==> src/tlge_pkg.sv <==
// ----------------------------------------------------------------------------
// tlge_pkg
// Shared types, codes and constants of the toroidal life grid engine.
// ----------------------------------------------------------------------------
package tlge_pkg;

  localparam int ACTION_W    = 2;
  localparam int INDEX_W     = 6;
  localparam int SIZE_W      = 7;
  localparam int CFG_INDEX_W = 2;
  localparam int CHANGE_W    = 13;
  localparam int GEN_W       = 32;

  localparam int MIN_SIZE    = 3;
  localparam int BIRTH_COUNT = 3;
  localparam int KEEP_COUNT  = 2;

  localparam logic [ACTION_W-1:0] ACT_WRITE  = 2'd0;
  localparam logic [ACTION_W-1:0] ACT_READ   = 2'd1;
  localparam logic [ACTION_W-1:0] ACT_STEP   = 2'd2;
  localparam logic [ACTION_W-1:0] ACT_UNUSED = 2'd3;

  localparam logic [CFG_INDEX_W-1:0] REG_ROW_COUNT    = 2'd0;
  localparam logic [CFG_INDEX_W-1:0] REG_COLUMN_COUNT = 2'd1;

  typedef struct packed {
    logic [ACTION_W-1:0] action;
    logic [INDEX_W-1:0]  row_index;
    logic [INDEX_W-1:0]  column_index;
    logic                cell_live;
  } item_t;

  typedef struct packed {
    logic                cell_value;
    logic [GEN_W-1:0]    generation_count;
    logic                stable;
    logic                grid_empty;
    logic [CHANGE_W-1:0] changed_cells;
  } result_t;

  typedef enum logic [3:0] {
    S_CLEAR, S_IDLE, S_CELL_RD, S_CELL_WR, S_G_RD_LAST, S_G_RD_FIRST, S_G_CUR,
    S_G_RD_NEXT, S_G_CALC, S_G_COUNT, S_G_FINISH, S_SC_RD, S_SC_CHK, S_EMIT
  } state_t;

  typedef enum logic [3:0] {
    OP_NONE, OP_CLEAR, OP_ACCEPT, OP_CELL_RD, OP_CELL_WR, OP_G_RD_LAST,
    OP_G_RD_FIRST, OP_G_CUR, OP_G_RD_NEXT, OP_G_CALC, OP_G_COUNT, OP_G_FINISH,
    OP_SC_RD, OP_SC_CHK, OP_EMIT
  } op_t;

  typedef struct packed {
    logic last_row;
    logic last_clear;
    logic last_col;
    logic out_free;
  } status_t;

endpackage

==> src/tlge_ctrl.sv <==
// ----------------------------------------------------------------------------
// tlge_ctrl
// Sequencer that walks the datapath through clearing, cell access,
// generation steps and the live cell scan.
// ----------------------------------------------------------------------------
module tlge_ctrl (
  input  logic                          clk,
  input  logic                          rst,
  input  logic                          item_valid,
  input  logic [tlge_pkg::ACTION_W-1:0] item_action,
  output logic                          item_ready,
  input  tlge_pkg::status_t             status,
  output tlge_pkg::op_t                 op
);
  import tlge_pkg::*;

  state_t state, state_next;

  always_ff @(posedge clk) begin
    if (rst) begin
      state <= S_CLEAR;
    end else begin
      state <= state_next;
    end
  end

  always_comb begin
    state_next = state;
    unique case (state)
      S_CLEAR:      if (status.last_clear) state_next = S_IDLE;
      S_IDLE: begin
        if (item_valid) begin
          unique case (item_action) inside
            ACT_WRITE, ACT_READ: state_next = S_CELL_RD;
            ACT_STEP:            state_next = S_G_RD_LAST;
            default:             state_next = S_SC_RD;
          endcase
        end
      end
      S_CELL_RD:    state_next = S_CELL_WR;
      S_CELL_WR:    state_next = S_SC_RD;
      S_G_RD_LAST:  state_next = S_G_RD_FIRST;
      S_G_RD_FIRST: state_next = S_G_CUR;
      S_G_CUR:      state_next = S_G_RD_NEXT;
      S_G_RD_NEXT:  state_next = S_G_CALC;
      S_G_CALC:     state_next = S_G_COUNT;
      S_G_COUNT: begin
        if (status.last_col) begin
          state_next = status.last_row ? S_G_FINISH : S_G_RD_NEXT;
        end
      end
      S_G_FINISH:   state_next = S_SC_RD;
      S_SC_RD:      state_next = S_SC_CHK;
      S_SC_CHK:     state_next = status.last_row ? S_EMIT : S_SC_RD;
      S_EMIT:       if (status.out_free) state_next = S_IDLE;
      default:      state_next = S_CLEAR;
    endcase
  end

  always_comb begin
    item_ready = 1'b0;
    op         = OP_NONE;
    unique case (state)
      S_CLEAR:      op = OP_CLEAR;
      S_IDLE: begin
        item_ready = 1'b1;
        op         = item_valid ? OP_ACCEPT : OP_NONE;
      end
      S_CELL_RD:    op = OP_CELL_RD;
      S_CELL_WR:    op = OP_CELL_WR;
      S_G_RD_LAST:  op = OP_G_RD_LAST;
      S_G_RD_FIRST: op = OP_G_RD_FIRST;
      S_G_CUR:      op = OP_G_CUR;
      S_G_RD_NEXT:  op = OP_G_RD_NEXT;
      S_G_CALC:     op = OP_G_CALC;
      S_G_COUNT:    op = OP_G_COUNT;
      S_G_FINISH:   op = OP_G_FINISH;
      S_SC_RD:      op = OP_SC_RD;
      S_SC_CHK:     op = OP_SC_CHK;
      S_EMIT:       op = OP_EMIT;
      default:      op = OP_NONE;
    endcase
  end

endmodule

==> config.mk <==
export PLATFORM = sky130hd
export DESIGN_NAME = tlge_ctrl
export DESIGN_NICKNAME = d
export VERILOG_FILES = /design/src/tlge_pkg.sv /design/src/tlge_ctrl.sv
export SDC_FILE = /design/constraint.sdc
export NUM_CORES = 1
export LEC_CHECK = 0
export BUFFER_PORTS_ARGS = -buffer_cell sky130_fd_sc_hd__buf_2
export CORE_AREA = 2 2 39 41
export DETAILED_ROUTE_END_ITERATION = 6
export DIE_AREA = 0 0 41 43
export PLACE_DENSITY = 0.68
export SKIP_LAST_GASP = 1
export SLEW_MARGIN = 10
export SYNTH_ARGS = -nofsm -noshare
export SYNTH_HDL_FRONTEND = slang
export SYNTH_SLANG_ARGS = --single-unit
==> constraint.sdc <==
create_clock -name clk -period 2.3 [get_ports clk]
set_clock_uncertainty 0.2 [all_clocks]
set_input_delay 0.46 -clock clk [delete_from_list [all_inputs] [get_ports clk]]
set_output_delay 0.46 -clock clk [all_outputs]
set_load 0.005 [all_outputs]
# Word-level counts from Yosys, hierarchy flattened
# Index checks and enable logic that the tools add are counted.
[op_classes]
addsub = 0
multipliers = 0
div_mod_pow = 0
order_cmp = 0
eq_ne = 19
shift = 0
mux = 11
n_bitwise = 0
reduce_logical = 5
[ops]
columns = ["operator", "n"]
rows = [
  ["$pmux 4 s14", 1],
  ["$pmux 4 s13", 1],
  ["$eq 4x4->1 const B", 6],
  ["$mux 4", 5],
  ["$eq 4x3->1 const B", 4],
  ["$eq 4x2->1 const B", 2],
  ["$ne 2x2->1 const B", 4],
  ["$pmux 4 s2", 1],
  ["$eq 4x1->1 const B", 1],
  ["$logic_not 4->1", 1],
  ["$reduce_and 4->1", 1],
  ["$reduce_or 2->1", 2],
  ["$mux 3", 1],
  ["$eq 2x1->1 const B", 1],
  ["$eq 2x2->1 const B", 1],
  ["$logic_not 2->1", 1],
  ["$mux 2", 1],
  ["$mux 1", 1],
]
[word_totals]
register_bits = 4
latch_bits = 0
mem_bits_rw = 0
rom_bits = 0
input_bits = 9
output_inout_bits = 5
word_cells = 36
mem_count = 0

# Depth between registers and ports, before layout
# Gate-level depths: netlist of run 1.
[logic_depth]
depth_word = 5
mapped_depth = 6

# Worst setup path before layout of run 1
# No wires, ideal clock.
[synth_timing]
path_type = "register to output"
from = "register state[3]"
to = "output op[2]"
t_arrival_ns = 0.926
path_slack_ns = 0.714
stages_incl_launch_ff = 5
path_cell_list = "dfxtp_1 -> buf_6 -> buf_2 -> o21ai_0 -> a22o_1"
[synth_between]
elab_chain_len = 2
elab_cells_between_ends = 15
classes_between = "eq/ne (13); mux (1); reduce/logical (1)"
[synth_rtl]
columns = ["element", "line_no", "text"]
rows = [
  ["start, declared", "tlge_ctrl.sv:17", "state_t state, state_next;"],
  ["start signal, assigned", "tlge_ctrl.sv:23", "state <= state_next;"],
  ["$eq 4x4->1 (tied with other cells)", "tlge_ctrl.sv:63", "unique case (state)"],
  ["$pmux 4 s14 *", "tlge_ctrl.sv:63", ""],
  ["end, declared", "tlge_ctrl.sv:13", "output tlge_pkg::op_t op"],
]
# Mark *: on every way between the ends. The rest lies on a longest branch, timed or not.

# Final worst setup path of run 1
[layout_timing]
from = "register state[2]"
to = "output op[2]"
# Same word-level chain as after synthesis.

==> results.txt, run 1 <==
----------------------------------------------------
[Synth]
  Avg Cell Area, Syn ... 7.25 um2
  Top cells by area in the synthesized netlist ... sky130_fd_sc_hd__dfxtp_1 (18%), sky130_fd_sc_hd__o21ai_0 (11%), sky130_fd_sc_hd__mux2i_1 (6.6%)
  Library cells used by synthesis ... 29
  Post-synthesis instance area ... 457 um2
  Number of synthesized flops with an enable pin ... 0
  Dominant synthesized flop cell ... sky130_fd_sc_hd__dfxtp_1
  Top-count cell post-synth ... sky130_fd_sc_hd__o21ai_0
  Part of the Yosys area used for sequential elements ... 17.5%
  Async set-reset flop share out of synthesis ... 0%
  Net Count, Synth ... 72
  Gate count of the mapped netlist ... 63
  Total number of yosys warnings ... 0
  Most frequent cells after synthesis ... sky130_fd_sc_hd__o21ai_0 (10), sky130_fd_sc_hd__nor2_1 (6)
  Area share of the largest cell type after synthesis ... 17.5%
  Cell type with the largest total area after synthesis ... sky130_fd_sc_hd__dfxtp_1
  Flops & latches, synth ... 4

[Floorplanning]
  Height of the die ... 43 um
  Die width ... 41 um
  Number of primary I/O pins ... 14
  Number of cell rows ... 14
  Die area ... 1760 um2
  Core Area ... 1380 um2
  Initial standard-cell utilization of the core ... 33.0%

[Timing]
  Final worst-path cycle share ... 93.8%
  Setup-failing EPs final ... 0
  Hold Fails Final Rpt ... 0
  Count of final max-slew check failures ... 0
  Worst Max-Slew Pin Slew ... 0.650 ns
  Fin crit period ... 2.16 ns
  Max-slew headroom at the worst pin ... 56.6%
  Maximum operating frequency ... 0.463 GHz
  Total negative setup slack ... 0 ns
  Worst Slack Setup Final ... 0.142 ns
  RSZ-0062 raised after global routing ... no

[Cells and area]
  Final standard cell area without fillers ... 533 um2
  Area delta synth->final ... 16.7%
  Largest register FFs ... 4
  Total Nets Final ... 85
  Proportion of layout cells with a drive suffix above 1 ... 27.0%
  Final core area utilization ... 38.5%
  Reg with most FFs ... state
  Fill cells ... 146
  N_diodes ... 0
  Largest regs ... state: 4 flops

[Placement]
  Post-place instance area ... 510 um2
  Buffers added on ports ... 13
  HPWL after detailed placement ... 736 um
  Gp weighted congestion ... 0.877
  Setup Slack @ Placement ... 0.394 ns

[Route]
  DRC viols ... 0
  Via-per-instance ratio ... 5.50
  Via count of the routed design ... 495
  First-pass iteration count of the detailed router ... 4
  Routed wire length ... 1.04 mm
  Drt initial violations ... 9
  Average wire length per cell after detail routing ... 11.6 um
  Post-detailed-route count of antenna-violating nets ... 0

[Hold path]
  Class of the most critical hold timing path ... in2reg

[Critical path]
  Critical path class ... reg2out
  Req. time, crit path ... 1.64 ns
  Endpoint type of the worst setup path ... output port
  Startpoint types ... register
  Worst Path Max Fanout ... 18
  Worst Path Arrival ... 1.50 ns

[CTS]
  Resize count post-CTS ... 0
  Hold Buf Count CTS ... 0
  CTS H-tree depth ... 1
  CTS root buffer ... sky130_fd_sc_hd__clkbuf_4
  Clock tree from TritonCTS ... built
  Cts bufs inserted ... 3
  Clock latency on the worst-skew pair ... 0.23 ns
  Clock tree buffer depth ... 2
  Clock transition at the registers of the reported paths ... 0.03 ns
  Clock tree sinks ... 4
  Post-CTS setup-driven buffer insertion count ... 0

[Power]
  Power per Cell Area ... 1220 nW/um2
  Leakage ... 0.212 nW
  Maximum vdd drop ... 533 uV

[Flow run]
  Max Cap Viol ... 0

[Outcome]
  Run status ... finished clean

[GRT]
  Vias in the first global route ... 457
  Wire length of the first global-routing pass ... 1.70 mm
  Antenna violations before repair ... 0
  Global-route usage over all layers ... 14.0%
  Maximum number of pins on one net before global-route repair ... 22
  Total overflow reported by the global router ... 0

----------------------------------------------------
worst max-delay path: stages (launching register included):
cell	delay, ns
sky130_fd_sc_hd__dfxtp_1	0.63
sky130_fd_sc_hd__and2b_1	0.29
sky130_fd_sc_hd__a22o_1	0.23
sky130_fd_sc_hd__buf_2	0.12
path summary, 6_finish.rpt:
check,startpoint,endpoint,slack [ns],cells after the start
hold reg to reg,state[0]$_SDFFE_PP0P_,state[3]$_SDFFE_PP0P_,0.57,2
setup / recovery,state[2]$_SDFFE_PP0P_,op[2],0.14,3
setup reg to reg,state[3]$_SDFFE_PP0P_,state[2]$_SDFFE_PP0P_,0.38,5
hold / removal,rst,state[2]$_SDFFE_PP0P_,0.23,2
kinds of logic (layout without fill, tap and decap cells):
family	Yosys count	in the layout	share of synthesized area, %
flops	4	4	17.5
simple gates	26	26	33.1
buf+inv	6	17	7.67
mux	4	4	9.04
compound gates	23	23	32.6
layout by cell type, fill, tap and decap left out:
master	netlist	final
sky130_fd_sc_hd__mux2i_1	3	3
sky130_fd_sc_hd__o32ai_1	1	1
sky130_fd_sc_hd__nand2b_1	4	4
sky130_fd_sc_hd__nor3b_1	2	2
sky130_fd_sc_hd__a41o_1	1	1
sky130_fd_sc_hd__a211oi_2	1	1
sky130_fd_sc_hd__nor2_1	6	6
sky130_fd_sc_hd__nor2b_1	3	3
sky130_fd_sc_hd__nand3b_1	1	1
sky130_fd_sc_hd__dfxtp_1	4	4
sky130_fd_sc_hd__a21oi_1	4	4
sky130_fd_sc_hd__inv_1	1	1
sky130_fd_sc_hd__nand3_1	1	1
sky130_fd_sc_hd__a22o_1	1	1
sky130_fd_sc_hd__o22a_1	1	1
sky130_fd_sc_hd__mux2_2	1	1
sky130_fd_sc_hd__nor3_1	2	2
sky130_fd_sc_hd__a21boi_0	1	1
sky130_fd_sc_hd__buf_2	4	13
sky130_fd_sc_hd__a31oi_1	1	1
sky130_fd_sc_hd__nor4_2	1	1
sky130_fd_sc_hd__and4b_1	1	1
sky130_fd_sc_hd__o22ai_1	1	1
sky130_fd_sc_hd__o21ai_0	10	10
sky130_fd_sc_hd__or2_2	1	1
sky130_fd_sc_hd__and2b_1	1	1
sky130_fd_sc_hd__nand2_1	3	3
sky130_fd_sc_hd__clkbuf_4	0	3
sky130_fd_sc_hd__a222oi_1	1	1
power breakdown:
group          switching, mW  leakage, nW  total, mW  internal (mW)
registers              0.122       0.0329      0.220         0.0980
clock network         0.0246       0.0138     0.0827         0.0581
logic                  0.154        0.166      0.350          0.196
cell type report:
class                   instances  area [um2]  share of cell area (%)
flip-flops and latches          4        80.1                    15.0
multi-input cells              53         342                    64.1
clock buffers                   3        22.5                    4.23
repair buffers                 13        65.1                    12.2
inverters                       1        3.75                   0.704
well taps                      16        20.0                    3.76
metrics by stage:
| stage | hold slack (ns) | instances | power, mW |
|---|---|---|---|
| final | 0.233 | 90 | 0.653 |
| after CTS | 0.226 | 90 | 0.654 |
| after global routing | 0.259 | 90 | 0.714 |
| after global placement | 0.467 | 87 | 0.555 |
| after floorplan | 0.332 | 63 | 0.481 |
| after detailed placement | 0.471 | 87 | 0.565 |
per-layer routing:
layer	share of wire [%]	wire [um]	global-route usage, %	vias up
met1	44	457	14.5	237
met5	0	0	0	-
li1	-	-	-	256
met3	0.38	4	3.14	0
met2	56	578	23.8	2
met4	0	0	8.00	0
Power figures use the tool's default switching activity.
==> inputs of run 2 (changes only) <==
ABC_AREA = 1   (was unset)
PLACE_DENSITY = 0.69   (was 0.68)
==> run 2 against run 1 <==
Compared with the run above: register-to-register slack gained 0.31 ns; via count grew 20%; combinational power shrank 4%; critical endpoint is now op[1]; synthesized cell count grew 52%; maximum frequency grew 0.79%; synthesized area grew 3.3%; die area is the same; utilization grew 3.3 points.
==> results.txt, run 2 <==
----------------------------------------------------
[Synth]
  Area share of the largest cell type after synthesis ... 31.8%
  Top-count cell post-synth ... sky130_fd_sc_hd__nand2_1
  Cell type with the largest total area after synthesis ... sky130_fd_sc_hd__nand2_1
  Total number of yosys warnings ... 0
  Top cells by area in the synthesized netlist ... sky130_fd_sc_hd__nand2_1 (32%), sky130_fd_sc_hd__dfxtp_1 (17%), sky130_fd_sc_hd__nor2_1 (12%)
  Flops & latches, synth ... 4
  Part of the Yosys area used for sequential elements ... 17.0%
  Post-synthesis instance area ... 472 um2
  Most frequent cells after synthesis ... sky130_fd_sc_hd__nand2_1 (40), sky130_fd_sc_hd__nor2_1 (15), sky130_fd_sc_hd__inv_1 (13)
  Dominant synthesized flop cell ... sky130_fd_sc_hd__dfxtp_1
  Number of synthesized flops with an enable pin ... 0
  Library cells used by synthesis ... 14
  Async set-reset flop share out of synthesis ... 0%
  Avg Cell Area, Syn ... 4.91 um2
  Net Count, Synth ... 105
  Gate count of the mapped netlist ... 96

[Timing]
  Max-slew headroom at the worst pin ... 80.4%
  Hold slack ... 0.235 ns
  Fin crit period ... 2.14 ns
  Worst Max-Slew Pin Slew ... 0.293 ns
  RSZ-0062 raised after global routing ... no
  Maximum operating frequency ... 0.467 GHz
  Final worst-path cycle share ... 93.1%
  Total negative setup slack ... 0 ns
  Setup-failing EPs final ... 0
  Hold Fails Final Rpt ... 0
  Worst Slack Setup Final ... 0.159 ns
  Count of final max-slew check failures ... 0

[CTS]
  Clock latency on the worst-skew pair ... 0.23 ns
  Clock tree sinks ... 4
  Post-CTS setup-driven buffer insertion count ... 0
  Clock tree from TritonCTS ... built
  Cts bufs inserted ... 3
  Hold Buf Count CTS ... 0
  CTS root buffer ... sky130_fd_sc_hd__clkbuf_4
  CTS H-tree depth ... 1
  Clock tree buffer depth ... 2
  Clock transition at the registers of the reported paths ... 0.04 ns
  Resize count post-CTS ... 0

[Critical path]
  Register-to-Register Path Depth ... 8
  Worst Path Max Fanout ... 6
  Setup slack, reg-to-reg ... 0.69 ns
  Worst setup path endpoint ... op[1]
  Req. time, crit path ... 1.64 ns
  Critical path class ... reg2out
  Critical-path cell with the highest stage delay ... sky130_fd_sc_hd__dfxtp_1
  Origin of the worst setup path ... state[3]$_SDFFE_PP0P_
  Critical path's largest stage delay ... 0.41 ns
  Endpoint type of the worst setup path ... output port
  Terminus of the critical flop-to-flop path ... state[3]$_SDFFE_PP0P_
  Worst r2r src ... state[3]$_SDFFE_PP0P_
  Startpoint types ... register
  Worst Path Arrival ... 1.48 ns
  Crit-path cells ... inv_1, nor2_2, nand2_1, nand2_1, nor2_1, o211ai_1, buf_2
  Crit-path most repeated cell ... sky130_fd_sc_hd__nand2_1

[Cells and area]
  Largest register FFs ... 4
  Largest regs ... state: 4 flops
  Final core area utilization ... 41.9%
  Proportion of layout cells with a drive suffix above 1 ... 21.4%
  Final standard cell area without fillers ... 579 um2
  Reg with most FFs ... state
  Area delta synth->final ... 22.8%
  Commonest non-fill, non-tap cells in the layout ... sky130_fd_sc_hd__nand2_1 (40), sky130_fd_sc_hd__nor2_1 (15), sky130_fd_sc_hd__inv_1 (13), sky130_fd_sc_hd__buf_2 (13), sky130_fd_sc_hd__a21oi_1 (6)
  Leading cell type in the layout, fill and taps excluded ... sky130_fd_sc_hd__nand2_1
  Final cell count without fillers ... 128
  Total Nets Final ... 123
  N_diodes ... 0

[GRT]
  Maximum number of pins on one net before global-route repair ... 7
  Global-route usage over all layers ... 15.5%
  Vias in the first global route ... 527
  Wire length of the first global-routing pass ... 1.93 mm
  Total overflow reported by the global router ... 0
  Antenna violations before repair ... 0

[Route]
  Highest signal layer in the routed design ... met3
  Average wire length per cell after detail routing ... 9.08 um
  Drt initial violations ... 24
  Post-detailed-route count of antenna-violating nets ... 0
  Via count of the routed design ... 595
  Met1 Wirelength ... 543 um
  Routed wire length ... 1.16 mm
  WL met3 ... 41 um
  Amount of wire on met2 after detailed routing ... 577 um
  First-pass iteration count of the detailed router ... 4
  DRC viols ... 0
  Via-per-instance ratio ... 4.65

[Floorplanning]
  Height of the die ... 43 um
  Core Area ... 1380 um2
  Die area ... 1760 um2
  Number of cell rows ... 14
  Initial standard-cell utilization of the core ... 34.1%
  Number of primary I/O pins ... 14
  Die width ... 41 um

[Flow run]
  Max Cap Viol ... 0

[Power]
  Leakage ... 0.340 nW
  Maximum vdd drop ... 474 uV
  Power per Cell Area ... 941 nW/um2
  Overall power after layout ... 0.545 mW

[Placement]
  Gp weighted congestion ... 0.869
  Post-place instance area ... 557 um2
  Count of placed standard cells including taps ... 125
  Setup Slack @ Placement ... 0.427 ns
  HPWL after detailed placement ... 983 um
  Buffers added on ports ... 13

[Outcome]
  Run status ... finished clean

[Hold path]
  Class of the most critical hold timing path ... in2reg

----------------------------------------------------
-- run 2: cell types whose count changed after synthesis, moves of 3 or more --
cell	previous run	this run
sky130_fd_sc_hd__nor2b_1	3	0
sky130_fd_sc_hd__o21ai_0	10	1
sky130_fd_sc_hd__nand2b_1	4	0
sky130_fd_sc_hd__nand3_1	1	4
sky130_fd_sc_hd__nor2_2	0	5
sky130_fd_sc_hd__nor2_1	6	15
sky130_fd_sc_hd__inv_1	1	13
sky130_fd_sc_hd__mux2i_1	3	0
sky130_fd_sc_hd__buf_2	4	0
sky130_fd_sc_hd__nand2_1	3	40
-- run 2: worst min path at each step --
| stage | from | end | depth (start not counted) | slack, ns |
|---|---|---|---|---|
| 2_1_floorplan | state[3]$_SDFFE_PP0P_ | state[3]$_SDFFE_PP0P_ | 2 | 0.29 |
| 3_3_place_gp | state[3]$_SDFFE_PP0P_ | state[3]$_SDFFE_PP0P_ | 2 | 0.34 |
| 3_5_place_dp | state[3]$_SDFFE_PP0P_ | state[3]$_SDFFE_PP0P_ | 2 | 0.34 |
| 4_1_cts | rst | state[1]$_SDFFE_PP0P_ | 2 | 0.23 |
| 5_1_grt | rst | state[1]$_SDFFE_PP0P_ | 2 | 0.23 |
| 6_report | rst | state[2]$_SDFFE_PP0P_ | 2 | 0.23 |
-- run 2: cell families (layout without fill, tap and decap cells) --
family          after synthesis  count (layout)  share of synthesized area (%)
simple gates                 67              67                           58.6
compound gates               10              10                           12.5
flops                         4               4                           17.0
buf+inv                      15              31                           11.9
-- run 2: area by class of cell --
cell class	count	area [um2]
inverter	15	56.3
sequential	4	80.1
clock buffer	3	22.5
tap	16	20.0
multi-input combinational	77	335
fill	160	805
timing repair buffer	13	65.1
-- run 2: routing by layer --
metal  track usage (%)  up-vias
met1              22.4      254
met3              3.14        0
met4              6.00        0
li1                  -      331
met2              21.9       10
met5                 0        -
-- run 2: worst max-delay path, delay by kind of cell (launching register included) --
family,cells,cell delay [ns]
buffers and inverters,2,0.26
flip-flops,1,0.41
AND/OR/NAND/NOR,4,0.50
AO/OA/AOI/OAI,1,0.07
-- run 2: report_power, final --
part	total (mW)	switching (mW)	leakage (nW)	internal, mW
Combinational	0.337	0.213	0.294	0.123
Sequential	0.125	0.0344	0.0327	0.0904
Clock	0.0838	0.0256	0.0138	0.0582
